--- config.mk ---
export PLATFORM = sky130hd
export DESIGN_NAME = json_unicode_escape_decoder_top_flat
export DESIGN_NICKNAME = d
export VERILOG_FILES = /design/src/rtl/jued_pkg.sv /design/src/rtl/jued_in_if.sv /design/src/rtl/jued_out_if.sv /design/src/rtl/jued_front.sv /design/src/rtl/jued_queue.sv /design/src/rtl/jued_back.sv /design/src/rtl/json_unicode_escape_decoder_top.sv /design/src/flat_wrapper.sv
export SDC_FILE = /design/constraint.sdc
export NUM_CORES = 1
export LEC_CHECK = 0
export CAP_MARGIN = 20
export CELL_PAD_IN_SITES_DETAIL_PLACEMENT = 1
export CELL_PAD_IN_SITES_GLOBAL_PLACEMENT = 2
export CORE_MARGIN = 2
export CORE_UTILIZATION = 45
export CTS_BUF_LIST = sky130_fd_sc_hd__clkbuf_8 sky130_fd_sc_hd__clkbuf_16
export DETAILED_ROUTE_END_ITERATION = 8
export DONT_BUFFER_PORTS = 1
export PLACE_DENSITY_LB_ADDON = 0.12
export SETUP_SLACK_MARGIN = 0.4
export SLEW_MARGIN = 25
export SYNTH_ARGS = -nofsm -noshare
export SYNTH_HDL_FRONTEND = slang
export SYNTH_SLANG_ARGS = --single-unit
--- constraint.sdc ---
create_clock -name i_clk -period 12 [get_ports i_clk]
set_input_delay 1.2 -clock i_clk [delete_from_list [all_inputs] [get_ports i_clk]]
set_output_delay 1.2 -clock i_clk [all_outputs]
set_load 0.05 [all_outputs]
--- src/rtl/jued_pkg.sv ---
// Package for the JSON \uXXXX escape decoder.
// Byte constants, phase encoding, queue command type and helper functions.
// No dependencies.
package jued_pkg;

    localparam logic [7:0] BSL_BYTE  = 8'h5C;
    localparam logic [7:0] U_BYTE    = 8'h75;
    localparam int         MAX_UNITS = 6;
    localparam int         HELD_CNT  = 3;

    // escape progress; codes 6 and 7 never occur and fall back to idle
    typedef enum logic [2:0] {
        PH_IDLE = 3'd0,
        PH_BSL  = 3'd1,
        PH_U    = 3'd2,
        PH_D1   = 3'd3,
        PH_D2   = 3'd4,
        PH_D3   = 3'd5
    } t_phase;

    typedef logic [7:0]  t_held [HELD_CNT];

    // all code units caused by one input byte
    typedef struct packed {
        logic [MAX_UNITS-1:0][15:0] units;
        logic [2:0]                 cnt;
        logic                       last;
    } t_cmd;

    // hex digit decode: {valid, value}
    function automatic logic [4:0] hex_val(input logic [7:0] b);
        logic [4:0] r;
        r = 5'd0;
        if (b >= 8'h30 && b <= 8'h39) begin
            r = {1'b1, 4'(b - 8'h30)};
        end else if (b >= 8'h61 && b <= 8'h66) begin
            r = {1'b1, 4'(b - 8'h57)};
        end else if (b >= 8'h41 && b <= 8'h46) begin
            r = {1'b1, 4'(b - 8'h37)};
        end
        return r;
    endfunction

    // j-th literal of a held escape prefix: backslash, 'u', digit bytes
    function automatic logic [15:0] lit_at(input logic [2:0] j, input t_held h);
        logic [15:0] r;
        case (j)
            3'd0:    r = {8'h00, BSL_BYTE};
            3'd1:    r = {8'h00, U_BYTE};
            3'd2:    r = {8'h00, h[0]};
            3'd3:    r = {8'h00, h[1]};
            3'd4:    r = {8'h00, h[2]};
            default: r = 16'h0000;
        endcase
        return r;
    endfunction

endpackage

--- src/rtl/jued_in_if.sv ---
// Input byte channel: valid/ready handshake with byte and end-of-string mark.
// Depends on nothing.
interface jued_in_if;
    logic       valid;
    logic       ready;
    logic [7:0] in_byte;
    logic       in_last;

    modport source (output valid, output in_byte, output in_last, input ready);
    modport sink   (input valid, input in_byte, input in_last, output ready);
endinterface

--- src/rtl/jued_out_if.sv ---
// Output code unit channel: valid/ready handshake with 16-bit unit and mark.
// Depends on nothing.
interface jued_out_if;
    logic        valid;
    logic        ready;
    logic [15:0] code_unit;
    logic        out_last;

    modport source (output valid, output code_unit, output out_last, input ready);
    modport sink   (input valid, input code_unit, input out_last, output ready);
endinterface

--- src/rtl/jued_front.sv ---
// Front end: tracks escape phase, classifies each byte and builds a command
// listing every code unit it causes. Depends on jued_pkg, jued_in_if.
module jued_front (
    input  logic            i_clk,
    input  logic            i_rst_n,
    jued_in_if.sink         i_in,
    input  logic            i_full,
    output logic            o_push,
    output jued_pkg::t_cmd  o_cmd
);
    import jued_pkg::*;

    t_phase      r_phase, n_phase;
    logic [11:0] r_acc, n_acc;
    t_held       r_held, n_held;

    logic [2:0]  n_a;       // literals flushed from the old prefix
    logic        x_vld;     // single unit for the byte itself
    logic [15:0] x_val;
    logic [2:0]  n_b;       // literals flushed at end of string
    logic [4:0]  hv;
    logic [2:0]  rel;
    logic        do_idle;
    logic        take;
    t_phase      mid_phase;

    assign i_in.ready = !i_full;
    assign take       = i_in.valid && !i_full;

    always_comb begin
        logic [2:0] j;
        j         = 3'd0;
        hv        = hex_val(i_in.in_byte);
        rel       = r_phase - PH_U;
        mid_phase = r_phase;
        n_acc     = r_acc;
        n_held    = r_held;
        n_a       = 3'd0;
        x_vld     = 1'b0;
        x_val     = 16'h0000;
        do_idle   = 1'b0;

        unique case (r_phase)
            PH_BSL: begin
                if (i_in.in_byte == U_BYTE) begin
                    mid_phase = PH_U;
                end else begin
                    n_a     = 3'd1;
                    do_idle = 1'b1;
                end
            end
            PH_U, PH_D1, PH_D2, PH_D3: begin
                if (!hv[4]) begin
                    n_a     = r_phase;
                    do_idle = 1'b1;
                end else if (r_phase == PH_D3) begin
                    x_vld     = 1'b1;
                    x_val     = {r_acc, hv[3:0]};
                    mid_phase = PH_IDLE;
                    n_acc     = 12'h000;
                end else begin
                    n_held[rel[1:0]] = i_in.in_byte;
                    n_acc            = {r_acc[7:0], hv[3:0]};
                    mid_phase        = t_phase'(r_phase + 3'd1);
                end
            end
            default: begin
                do_idle = 1'b1;
            end
        endcase

        if (do_idle) begin
            mid_phase = PH_IDLE;
            n_acc     = 12'h000;
            if (i_in.in_byte == BSL_BYTE) begin
                mid_phase = PH_BSL;
            end else begin
                x_vld = 1'b1;
                x_val = {8'h00, i_in.in_byte};
            end
        end

        n_b     = i_in.in_last ? mid_phase : 3'd0;
        n_phase = i_in.in_last ? PH_IDLE : mid_phase;
        if (i_in.in_last) begin
            n_acc = 12'h000;
        end

        // old prefix first, then the byte's own unit, then the end flush
        for (int k = 0; k < MAX_UNITS; k++) begin
            j = 3'(k) - n_a - {2'b00, x_vld};
            if (3'(k) < n_a) begin
                o_cmd.units[k] = lit_at(3'(k), r_held);
            end else if (x_vld && 3'(k) == n_a) begin
                o_cmd.units[k] = x_val;
            end else begin
                o_cmd.units[k] = lit_at(j, n_held);
            end
        end
        o_cmd.cnt  = n_a + {2'b00, x_vld} + n_b;
        o_cmd.last = i_in.in_last;
    end

    assign o_push = take && (o_cmd.cnt != 3'd0);

    always_ff @(posedge i_clk) begin
        if (!i_rst_n) begin
            r_phase <= PH_IDLE;
            r_acc   <= 12'h000;
        end else if (take) begin
            r_phase <= n_phase;
            r_acc   <= n_acc;
        end
    end

    always_ff @(posedge i_clk) begin
        if (take) begin
            r_held <= n_held;
        end
    end

endmodule

--- src/rtl/jued_queue.sv ---
// Two-entry command queue between front and back end.
// Depends on jued_pkg.
module jued_queue (
    input  logic            i_clk,
    input  logic            i_rst_n,
    input  logic            i_push,
    input  jued_pkg::t_cmd  i_cmd,
    output logic            o_full,
    input  logic            i_pop,
    output logic            o_valid,
    output jued_pkg::t_cmd  o_cmd
);
    import jued_pkg::*;

    t_cmd       r_mem [2];
    logic       r_wp, r_rp;
    logic [1:0] r_cnt;

    assign o_full  = (r_cnt == 2'd2);
    assign o_valid = (r_cnt != 2'd0);
    assign o_cmd   = r_mem[r_rp];

    always_ff @(posedge i_clk) begin
        if (i_push) begin
            r_mem[r_wp] <= i_cmd;
        end
    end

    always_ff @(posedge i_clk) begin
        if (!i_rst_n) begin
            r_wp  <= 1'b0;
            r_rp  <= 1'b0;
            r_cnt <= 2'd0;
        end else begin
            if (i_push) begin
                r_wp <= !r_wp;
            end
            if (i_pop) begin
                r_rp <= !r_rp;
            end
            r_cnt <= r_cnt + {1'b0, i_push} - {1'b0, i_pop};
        end
    end

endmodule

--- src/rtl/jued_back.sv ---
// Back end: walks the head command one code unit per transfer.
// Depends on jued_pkg, jued_out_if.
module jued_back (
    input  logic            i_clk,
    input  logic            i_rst_n,
    input  logic            i_valid,
    input  jued_pkg::t_cmd  i_cmd,
    output logic            o_pop,
    jued_out_if.source      o_out
);
    import jued_pkg::*;

    logic [2:0] r_idx;
    logic       at_end;

    assign at_end          = (r_idx == i_cmd.cnt - 3'd1);
    assign o_out.valid     = i_valid;
    assign o_out.code_unit = i_cmd.units[r_idx];
    assign o_out.out_last  = i_cmd.last && at_end;
    assign o_pop           = i_valid && o_out.ready && at_end;

    always_ff @(posedge i_clk) begin
        if (!i_rst_n) begin
            r_idx <= 3'd0;
        end else if (i_valid && o_out.ready) begin
            r_idx <= at_end ? 3'd0 : r_idx + 3'd1;
        end
    end

endmodule

--- src/rtl/json_unicode_escape_decoder_top.sv ---
// JSON \uXXXX escape decoder. Takes one byte per transfer and emits 16-bit
// code units: a complete escape becomes one unit, other bytes pass through
// zero-extended, and a broken or truncated escape is replayed as literals.
// A byte is taken every cycle while the two-entry command queue has room;
// each byte yields zero to six units and the output side sends one unit per
// cycle while the output is ready, so a byte causing several units holds the
// output, and the input stalls only once the queue fills behind such a replay or an output stall.
// Depends on jued_pkg, jued_in_if, jued_out_if, jued_front, jued_queue, jued_back.
module json_unicode_escape_decoder_top (
    input  logic       i_clk,
    input  logic       i_rst_n,
    jued_in_if.sink    i_in,
    jued_out_if.source o_out
);
    import jued_pkg::*;

    logic push, full, pop, q_valid;
    t_cmd push_cmd, head_cmd;

    jued_front u_front (
        .i_clk   (i_clk),
        .i_rst_n (i_rst_n),
        .i_in    (i_in),
        .i_full  (full),
        .o_push  (push),
        .o_cmd   (push_cmd)
    );

    jued_queue u_queue (
        .i_clk   (i_clk),
        .i_rst_n (i_rst_n),
        .i_push  (push),
        .i_cmd   (push_cmd),
        .o_full  (full),
        .i_pop   (pop),
        .o_valid (q_valid),
        .o_cmd   (head_cmd)
    );

    jued_back u_back (
        .i_clk   (i_clk),
        .i_rst_n (i_rst_n),
        .i_valid (q_valid),
        .i_cmd   (head_cmd),
        .o_pop   (pop),
        .o_out   (o_out)
    );

endmodule
--- src/flat_wrapper.sv ---
// flat-port wrapper written by rule: the top's interface ports become plain ports
module json_unicode_escape_decoder_top_flat import jued_pkg::*;
  (i_clk, i_rst_n, i_in_valid, i_in_in_byte, i_in_in_last, i_in_ready, o_out_valid, o_out_code_unit, o_out_out_last, o_out_ready);
  jued_in_if i_in_i ();
  jued_out_if o_out_i ();
  input  logic i_clk;
  input  logic i_rst_n;
  input wire logic [$bits(i_in_i.valid)-1:0] i_in_valid;
  input wire logic [$bits(i_in_i.in_byte)-1:0] i_in_in_byte;
  input wire logic [$bits(i_in_i.in_last)-1:0] i_in_in_last;
  output wire logic [$bits(i_in_i.ready)-1:0] i_in_ready;
  output wire logic [$bits(o_out_i.valid)-1:0] o_out_valid;
  output wire logic [$bits(o_out_i.code_unit)-1:0] o_out_code_unit;
  output wire logic [$bits(o_out_i.out_last)-1:0] o_out_out_last;
  input wire logic [$bits(o_out_i.ready)-1:0] o_out_ready;
  assign i_in_i.valid = i_in_valid;
  assign i_in_i.in_byte = i_in_in_byte;
  assign i_in_i.in_last = i_in_in_last;
  assign i_in_ready = i_in_i.ready;
  assign o_out_valid = o_out_i.valid;
  assign o_out_code_unit = o_out_i.code_unit;
  assign o_out_out_last = o_out_i.out_last;
  assign o_out_i.ready = o_out_ready;
  json_unicode_escape_decoder_top u_core (.i_clk(i_clk), .i_rst_n(i_rst_n), .i_in(i_in_i), .o_out(o_out_i));
endmodule
==> impl_metrics.toml, run 1 <==
[floorplanning]
ioPinCount = 32
initial_utilization = 0.4591
core_area_um2 = 27030
die_h_um = 170.0
floorplan.die_area_um2 = 28920
fp-row-count = 60
chipWidth_um = 170.0

[final_layout]
finish.net_count = 1073
antenna_diode_instance_count = 0
final_common_cell = "sky130_fd_sc_hd__edfxtp_1"
layout-area-overhead-vs-synth_pct = 12.45
layout-drive-gt1-share = 0.1294
most-common-layout-cells = "sky130_fd_sc_hd__edfxtp_1 (224), sky130_fd_sc_hd__conb_1 (80), sky130_fd_sc_hd__nand2_1 (63), sky130_fd_sc_hd__inv_1 (58), sky130_fd_sc_hd__a21oi_1 (58)"

[power_and_ir_drop]
power_frac_comb = 0.228
switching_share_of_total_power = 0.3026
power.switching_mw = 0.7401
power_leakage_nw = 4.709
power.clock.fraction = 0.313
power.ir.vdd_worst_mv = 0.08731
power_frac_seq = 0.459
pwr_dens_nw_per_um2 = 175.3
p_int_mw = 1.706

[place]
dpl.hpwl_mm = 24.85
place_congestion = 0.9001
numPortBuffers = 0

[synth]
count_of_cell_types_in_the_netlist = 82
postSynth.asyncResetShare = 0
yosysTopAreaCellShare = 0.5422
synth_edf_count = 224
postSynthRegisterBits = 247
synthFlopType = "sky130_fd_sc_hd__edfxtp_1"
synthCells = 972
netlist_top_cells_area = "sky130_fd_sc_hd__edfxtp_1 (54%), sky130_fd_sc_hd__mux4_2 (8.7%), sky130_fd_sc_hd__dfxtp_1 (3.7%)"
yosysWarnings = 0
syn-mean-instance-area_um2 = 12.76
netlist.top_cell.by_area = "sky130_fd_sc_hd__edfxtp_1"
ys_seq_area_frac = 0.5793
syn-cell-area_um2 = 12410

[timing]
post-route-period-util = 0.4817
setup_repair_after_global_routing_missed_its_margin = "false"
final_hold_fails = 0
whs_ps = 543.7
timing_worst_slew_pin_value_ps = 1102
timing.setup.tns_ps = 0
fmax_mhz = 173.0
slew-limit-headroom = 0.2762
final_period_minus_worst_setup_slack_ps = 5781
finClkSkew_ps = 8.642
slew_viol_final = 0
finalSetupViolCount = 0

[drt]
drt_drc_violations_left = 0
initial_drc_count = 632
antenna_violating_nets_post_route = 0
first_pass_iters = 5
num_vias = 8292
post_drt_via_cell_ratio = 5.923
avgRoutedWirePerCell_um = 24.73
route.final.wire_length_mm = 34.62

[global_route]
grt_pass1_wl_mm = 52.96
grt_overflow = 0
gr-usage-all-layers = 0.2446
grt_max_degree = 77
number_of_antenna_violations_at_the_first_check_in_global_routing = 0
vias_in_the_first_global_route = 8610

[worst_setup_path]
worstPathMaxFanout = 64
crit_path_buf_inv_count = 6
worst_path_most_repeated_cell = "sky130_fd_sc_hd__inv_1"
critical_path.startpoint_type = "input pin"
cp_slowest_stage_delay_ps = 690
cp_cell_sequence = "inv_1, ha_1, nor3b_1, o21a_1, o31ai_4, o32a_1, inv_1, fa_1, inv_1, fa_1, inv_1, o31ai_2, nor2_4, buf_16, buf_4"
cp_delay_by_family_top = "compound AO/OA/AOI/OAI gates"
criticalPathCategory = "input pin to flop"
critPathArrivalTime_ps = 5930
timing.critical_path.slowest_stage_cell = "sky130_fd_sc_hd__buf_4"
crit_path_end_kind = "flop"
critical_path_required_ps = 12150

[clock_tree]
clk_pin_slew_worst_paths_ps = 60
count_of_buffers_added_by_post_cts_timing_repair_for_setup = 0
clock_insertion_delay_worst_skew_ps = 520
tritoncts = "built"
tritoncts.num_buffers = 26
clock_sink_count = 247
cts.htree.levels = 1
postCtsHoldBufs = 0
ctsRootBufferMaster = "sky130_fd_sc_hd__clkbuf_16"
cts_repair_resize_count = 0
ctsLongestPathBuffers = 3

[worst_hold_path]
worst_hold_path_type = "flop to flop"

[run_status]
status = "completed"

[flow_run]
max_cap_violations = 0
-- worst reg2reg max path: stages (launching register included) --
cell,delay [ps]
sky130_fd_sc_hd__dfxtp_1,630
sky130_fd_sc_hd__nand2b_1,200
sky130_fd_sc_hd__nor2_1,510
sky130_fd_sc_hd__nor2_1,110
sky130_fd_sc_hd__o32a_1,350
sky130_fd_sc_hd__inv_1,180
sky130_fd_sc_hd__fa_1,200
sky130_fd_sc_hd__inv_1,50
sky130_fd_sc_hd__fa_1,370
sky130_fd_sc_hd__xor2_1,290
sky130_fd_sc_hd__o31ai_2,180
sky130_fd_sc_hd__nor2_4,520
sky130_fd_sc_hd__buf_16,250
sky130_fd_sc_hd__buf_4,700
-- cell type report --
| cell class | count | area, µm² |
|---|---|---|
| fill | 2804 | 13070 |
| sequential | 247 | 7192 |
| clock buffer | 27 | 675.6 |
| clock inverter | 20 | 143.9 |
| tap | 341 | 426.7 |
| multi-input combinational | 691 | 5137 |
| inverter | 54 | 202.7 |
| timing repair buffer | 20 | 173.9 |
-- cells in the mapped netlist, drive strengths merged, types with 3 or more instances --
master	n
o21a	6
and3	14
or3	6
a21boi	4
o32ai	4
o21ai	45
a22oi	24
nand4	5
ha	18
o31ai	6
a32oi	5
a21oi	61
mux2i	34
nand2	66
and2	10
a221oi	3
xor2	9
a31oi	13
inv	54
o21bai	3
a22o	7
nand2b	8
a21o	3
edfxtp	224
o221ai	5
o2111ai	4
clkbuf	40
buf	19
o211ai	5
nand3	14
or2	4
mux4	48
xnor2	12
o311ai	3
o22ai	29
a2bb2oi	3
a211oi	4
nor4	4
nor2	53
nor3	20
dfxtp	23
nor2b	22
-- per-stage QoR --
stage	util	setup slack [ps]	std cells	cell area, µm²	power (mW)
CTS	0.5149	5920	1399	13910	2.478
floorplan	-	3141	1051	12700	1.580
finish	0.5163	6219	1400	13950	2.446
global placement	0.4833	5509	1352	13060	1.688
detailed placement	0.4845	5367	1352	13100	1.707
global route	0.5163	5819	1400	13950	2.553
-- kinds of logic after synthesis --
group / count (synthesis) / share of synthesized area
compound gates: 253 / 0.1377
xor+xnor: 21 / 0.01543
fa+ha+maj: 20 / 0.02138
buf+inv: 113 / 0.03540
flops: 247 / 0.5793
mux: 84 / 0.1167
other cells: 1 / 0.0003023
simple gates: 233 / 0.09389
-- final timing paths --
| check | slack [ps] | to | cells after the start | startpoint |
|---|---|---|---|---|
| worst min-delay path | 540 | u_core.u_front.r_acc[8] | 2 | u_core.u_front.r_acc[8] |
| worst max-delay path | 6220 | u_core.u_queue.r_mem[1][26] | 15 | i_in_in_byte[1] |
| worst min register to register | 540 | u_core.u_front.r_acc[8] | 2 | u_core.u_front.r_acc[8] |
| worst max register to register | 7080 | u_core.u_queue.r_mem[1][26] | 13 | u_core.u_front.r_phase[0] |
-- power by group through the flow --
stage	Sequential (mW)	Combinational (mW)	Clock, mW
6_report	1.12	0.559	0.764
3_5_place_dp	1.14	0.563	0
5_1_grt	1.13	0.605	0.813
3_3_place_gp	1.14	0.551	0
4_1_cts	1.13	0.564	0.788
2_1_floorplan	1.12	0.462	0
-- registers in the layout (all words and copies together) (netlist names), named ones only --
register and count:
u_core.u_queue.r_mem 200, u_core.u_front.r_phase 3, u_core.u_queue.r_rp 1, u_core.u_front.r_acc 12, u_core.u_back.r_idx 3, u_core.u_front.r_held 24
u_core.u_queue.r_cnt 2, u_core.u_queue.r_wp 1
-- metal layers --
layer / part of all wire / vias to the layer above / GRT usage
met5: 0 / - / 0
met4: 0.033 / 0 / 0.08027
met3: 0.052 / 61 / 0.03279
met2: 0.47 / 222 / 0.4030
met1: 0.44 / 4193 / 0.3370
li1: - / 3816 / -
(Power assumes the default switching activity.)
==> run 2, diff against run 1 <==
--- a/config.mk
+++ b/config.mk
@@ -5,11 +5,12 @@
 export SDC_FILE = /design/constraint.sdc
 export NUM_CORES = 1
 export LEC_CHECK = 0
+export ABC_AREA = 1
 export CAP_MARGIN = 20
 export CELL_PAD_IN_SITES_DETAIL_PLACEMENT = 1
 export CELL_PAD_IN_SITES_GLOBAL_PLACEMENT = 2
 export CORE_MARGIN = 2
-export CORE_UTILIZATION = 45
+export CORE_UTILIZATION = 38
 export CTS_BUF_LIST = sky130_fd_sc_hd__clkbuf_8 sky130_fd_sc_hd__clkbuf_16
 export DETAILED_ROUTE_END_ITERATION = 8
 export DONT_BUFFER_PORTS = 1
==> constraint.sdc (replaced) <==
create_clock -name i_clk -period 5.19 [get_ports i_clk]
set_input_delay 0.519 -clock i_clk [delete_from_list [all_inputs] [get_ports i_clk]]
set_output_delay 0.519 -clock i_clk [all_outputs]
set_load 0.05 [all_outputs]
==> run 2 against run 1 <==
Against the previous run: first-iteration DRC count shrank 0.32%; clock-buffer cell count grew 2; worst hold slack lost 470 ps; non-clock buffer count grew 5; largest power group unchanged; critical endpoint is now u_core.u_queue.r_mem[1][38]; combinational power grew 130%; wire length grew 27%; register-to-register slack lost 6300 ps; final cell count grew 35%; setup slack lost 5400 ps; global-route usage grew 0.30 points; critical path type is now flop to flop.
==> impl_metrics.toml, run 2 <==
[place]
dpl.hpwl_mm = 32.23
place_congestion = 0.9314
numPortBuffers = 0

[synth]
synthCells = 1339
yosysWarnings = 0
synthFlopType = "sky130_fd_sc_hd__edfxtp_1"
netlist.top_cell.by_area = "sky130_fd_sc_hd__edfxtp_1"
postSynth.asyncResetShare = 0
postSynthRegisterBits = 247
netlist_top_cells_area = "sky130_fd_sc_hd__edfxtp_1 (53%), sky130_fd_sc_hd__nand2_1 (9.8%), sky130_fd_sc_hd__nor2_1 (5.0%)"
syn-mean-instance-area_um2 = 9.563
yosys-top-cells-count = "sky130_fd_sc_hd__nand2_1 (335), sky130_fd_sc_hd__edfxtp_1 (224), sky130_fd_sc_hd__nor2_1 (169)"
yosysTopAreaCellShare = 0.5253
syn-cell-area_um2 = 12800
count_of_cell_types_in_the_netlist = 50
synth_edf_count = 224
ys_seq_area_frac = 0.5613
yosysMostFrequentCell = "sky130_fd_sc_hd__nand2_1"

[floorplanning]
fp-row-count = 67
ioPinCount = 32
chipWidth_um = 187.6
initial_utilization = 0.3838
floorplan.die_area_um2 = 35180
core_area_um2 = 33360
die_h_um = 187.6

[clock_tree]
count_of_buffers_added_by_post_cts_timing_repair_for_setup = 0
clock_insertion_delay_worst_skew_ps = 550
cts.htree.levels = 1
postCtsHoldBufs = 0
clk_pin_slew_worst_paths_ps = 60
tritoncts = "built"
ctsLongestPathBuffers = 3
ctsRootBufferMaster = "sky130_fd_sc_hd__clkbuf_16"
tritoncts.num_buffers = 28
cts_repair_resize_count = 0
clock_sink_count = 247

[drt]
num_vias = 10159
first_pass_iters = 5
drt_drc_violations_left = 0
avgRoutedWirePerCell_um = 23.19
antenna_violating_nets_post_route = 0
route.final.wire_length_mm = 43.86
post_drt_via_cell_ratio = 5.372
initial_drc_count = 630

[power_and_ir_drop]
power_leakage_nw = 5.422
pwr_dens_nw_per_um2 = 385.0
power.ir.vdd_worst_mv = 0.2239
p_total_mw = 5.649

[final_layout]
largest_registers = "u_core.u_queue.r_mem: 200 flops, u_core.u_front.r_held: 24 flops, u_core.u_front.r_acc: 12 flops"
most-common-layout-cells = "sky130_fd_sc_hd__nand2_1 (332), sky130_fd_sc_hd__edfxtp_1 (224), sky130_fd_sc_hd__nor2_1 (166), sky130_fd_sc_hd__inv_1 (87), sky130_fd_sc_hd__conb_1 (80)"
ff_latch_area_um2 = 7192
max_ffs_per_register = 200
footprint_of_the_multi_input_gates_um2 = 5356
antenna_diode_instance_count = 0
num-fill-cells = 3850
regMostFlops = "u_core.u_queue.r_mem"
layout-area-overhead-vs-synth_pct = 14.59
final_common_cell = "sky130_fd_sc_hd__nand2_1"
layout-drive-gt1-share = 0.1164
finish.net_count = 1454

[timing]
finClkSkew_ps = 11.82
setup_repair_after_global_routing_missed_its_margin = "false"
timing.setup.tns_ps = 0
final_hold_fails = 0
timing_worst_slew_pin_value_ps = 1041
finalSetupViolCount = 0
slew_viol_final = 0
fmax_mhz = 227.0
slew-limit-headroom = 0.3019
final_period_minus_worst_setup_slack_ps = 4404
post-route-period-util = 0.8486

[worst_setup_path]
worstPathMaxFanout = 13
cp_slowest_stage_delay_ps = 680
crit_path_buf_inv_count = 3
crit_path_end_kind = "flop"
critPathArrivalTime_ps = 4470
critical_path_required_ps = 5260
critical_path.startpoint_type = "flop"
worst_path_most_repeated_cell = "sky130_fd_sc_hd__nand2_1"
criticalPathCategory = "flop to flop"
cp_delay_by_family_top = "simple AND/OR/NAND/NOR gates"
timing.critical_path.slowest_stage_cell = "sky130_fd_sc_hd__dfxtp_1"
cp_cell_sequence = "nor2_2, nand2_1, nand3_2, nand3_4, nand2_2, nand2_2, nand2_1, nor2_2, fa_2, inv_1, fa_2, nand2_1, inv_1, nor2_1, nand3_1, nand2_1, nand2_2, nand3_2, clkinvlp_2"

[global_route]
vias_in_the_first_global_route = 10385
gr-usage-met2 = 0.4195
number_of_antenna_violations_at_the_first_check_in_global_routing = 0
grt_max_degree = 68
grt_pass1_wl_mm = 65.71
gr-usage-all-layers = 0.2477
groute.layer.met3.usage = 0.04211
use_met1 = 0.3249
global_route_hottest_layer = "met2"
grt_overflow = 0

[run_status]
status = "completed"

[worst_hold_path]
worst_hold_path_type = "input pin to flop"

[flow_run]
max_cap_violations = 0
## run 2: changes by cell type after synthesis, sizes merged, moves of 22 or more
| cell | before | now |
|---|---|---|
| nor2 | 53 | 183 |
| nand3 | 14 | 61 |
| inv | 54 | 101 |
| mux4 | 48 | 0 |
| o21ai | 45 | 109 |
| nor2b | 22 | 0 |
| o22ai | 29 | 7 |
| nand2 | 66 | 350 |
## run 2: area by class of cell
type	instances	area share
timing repair buffer	25	0.01876
multi-input combinational	1015	0.3651
timing repair inverter	1	0.0003411
clock inverter	23	0.01117
inverter	103	0.02686
clock buffer	29	0.04946
tap	448	0.03820
sequential	247	0.4902
## run 2: cells by family (layout without fill, tap and decap cells)
| logic type | after synthesis | in the layout | share of synthesized area |
|---|---|---|---|
| mux | 26 | 26 | 0.02032 |
| simple gates | 632 | 632 | 0.2161 |
| fa+ha+maj | 20 | 20 | 0.02072 |
| buf+inv | 156 | 181 | 0.04954 |
| flops | 247 | 247 | 0.5613 |
| other cells | 1 | 80 | 0.0002929 |
| xor+xnor | 8 | 8 | 0.005472 |
| compound gates | 249 | 249 | 0.1262 |
## run 2: per-layer routing
layer,up-vias,wire length (µm)
met2,214,20980
met3,79,2106
met5,-,0
met1,5081,19460
met4,0,1318
li1,4785,-
## run 2: path summary, 6_finish.rpt
check	depth (start not counted)	slack [ps]	start	to
setup / recovery	19	790	u_core.u_front.r_phase[0]	u_core.u_queue.r_mem[1][38]
hold / removal	2	80	i_rst_n	u_core.u_queue.r_cnt[0]
setup reg to reg	19	790	u_core.u_front.r_phase[0]	u_core.u_queue.r_mem[1][38]
hold reg to reg	2	470	u_core.u_front.r_acc[10]	u_core.u_front.r_acc[10]
## run 2: metrics by stage
| stage | utilization | instances | instance area [µm²] | setup slack [ps] | hold WS (ps) |
|---|---|---|---|---|---|
| after floorplan | - | 1418 | 13190 | 317.0 | 436.4 |
| after global placement | 0.4130 | 1838 | 13780 | 751.0 | 445.8 |
| after detailed placement | 0.4130 | 1838 | 13780 | 687.4 | 460.4 |
| after CTS | 0.4396 | 1890 | 14670 | 701.0 | 56.58 |
| after global routing | 0.4398 | 1891 | 14670 | 423.4 | 60.53 |
| final | 0.4398 | 1891 | 14670 | 785.6 | 77.35 |
## run 2: worst reg2reg max path, stage by stage, from the launching register on
cell	delay (ps)
sky130_fd_sc_hd__dfxtp_1	680
sky130_fd_sc_hd__nor2_2	180
sky130_fd_sc_hd__nand2_1	140
sky130_fd_sc_hd__nand3_2	300
sky130_fd_sc_hd__nand3_4	300
sky130_fd_sc_hd__nand2_2	120
sky130_fd_sc_hd__nand2_2	130
sky130_fd_sc_hd__nand2_1	70
sky130_fd_sc_hd__nor2_2	130
sky130_fd_sc_hd__fa_2	240
sky130_fd_sc_hd__inv_1	60
sky130_fd_sc_hd__fa_2	340
sky130_fd_sc_hd__nand2_1	100
sky130_fd_sc_hd__inv_1	50
sky130_fd_sc_hd__nor2_1	80
sky130_fd_sc_hd__nand3_1	70
sky130_fd_sc_hd__nand2_1	110
sky130_fd_sc_hd__nand2_2	80
sky130_fd_sc_hd__nand3_2	140
sky130_fd_sc_hd__clkinvlp_2	600
## run 2: where the power goes
group	total [mW]	switching [mW]	internal, mW
Sequential	2.48	0.0963	2.39
Combinational	1.26	0.959	0.300
Clock	1.91	0.800	1.11
Total	5.65	1.85	3.79
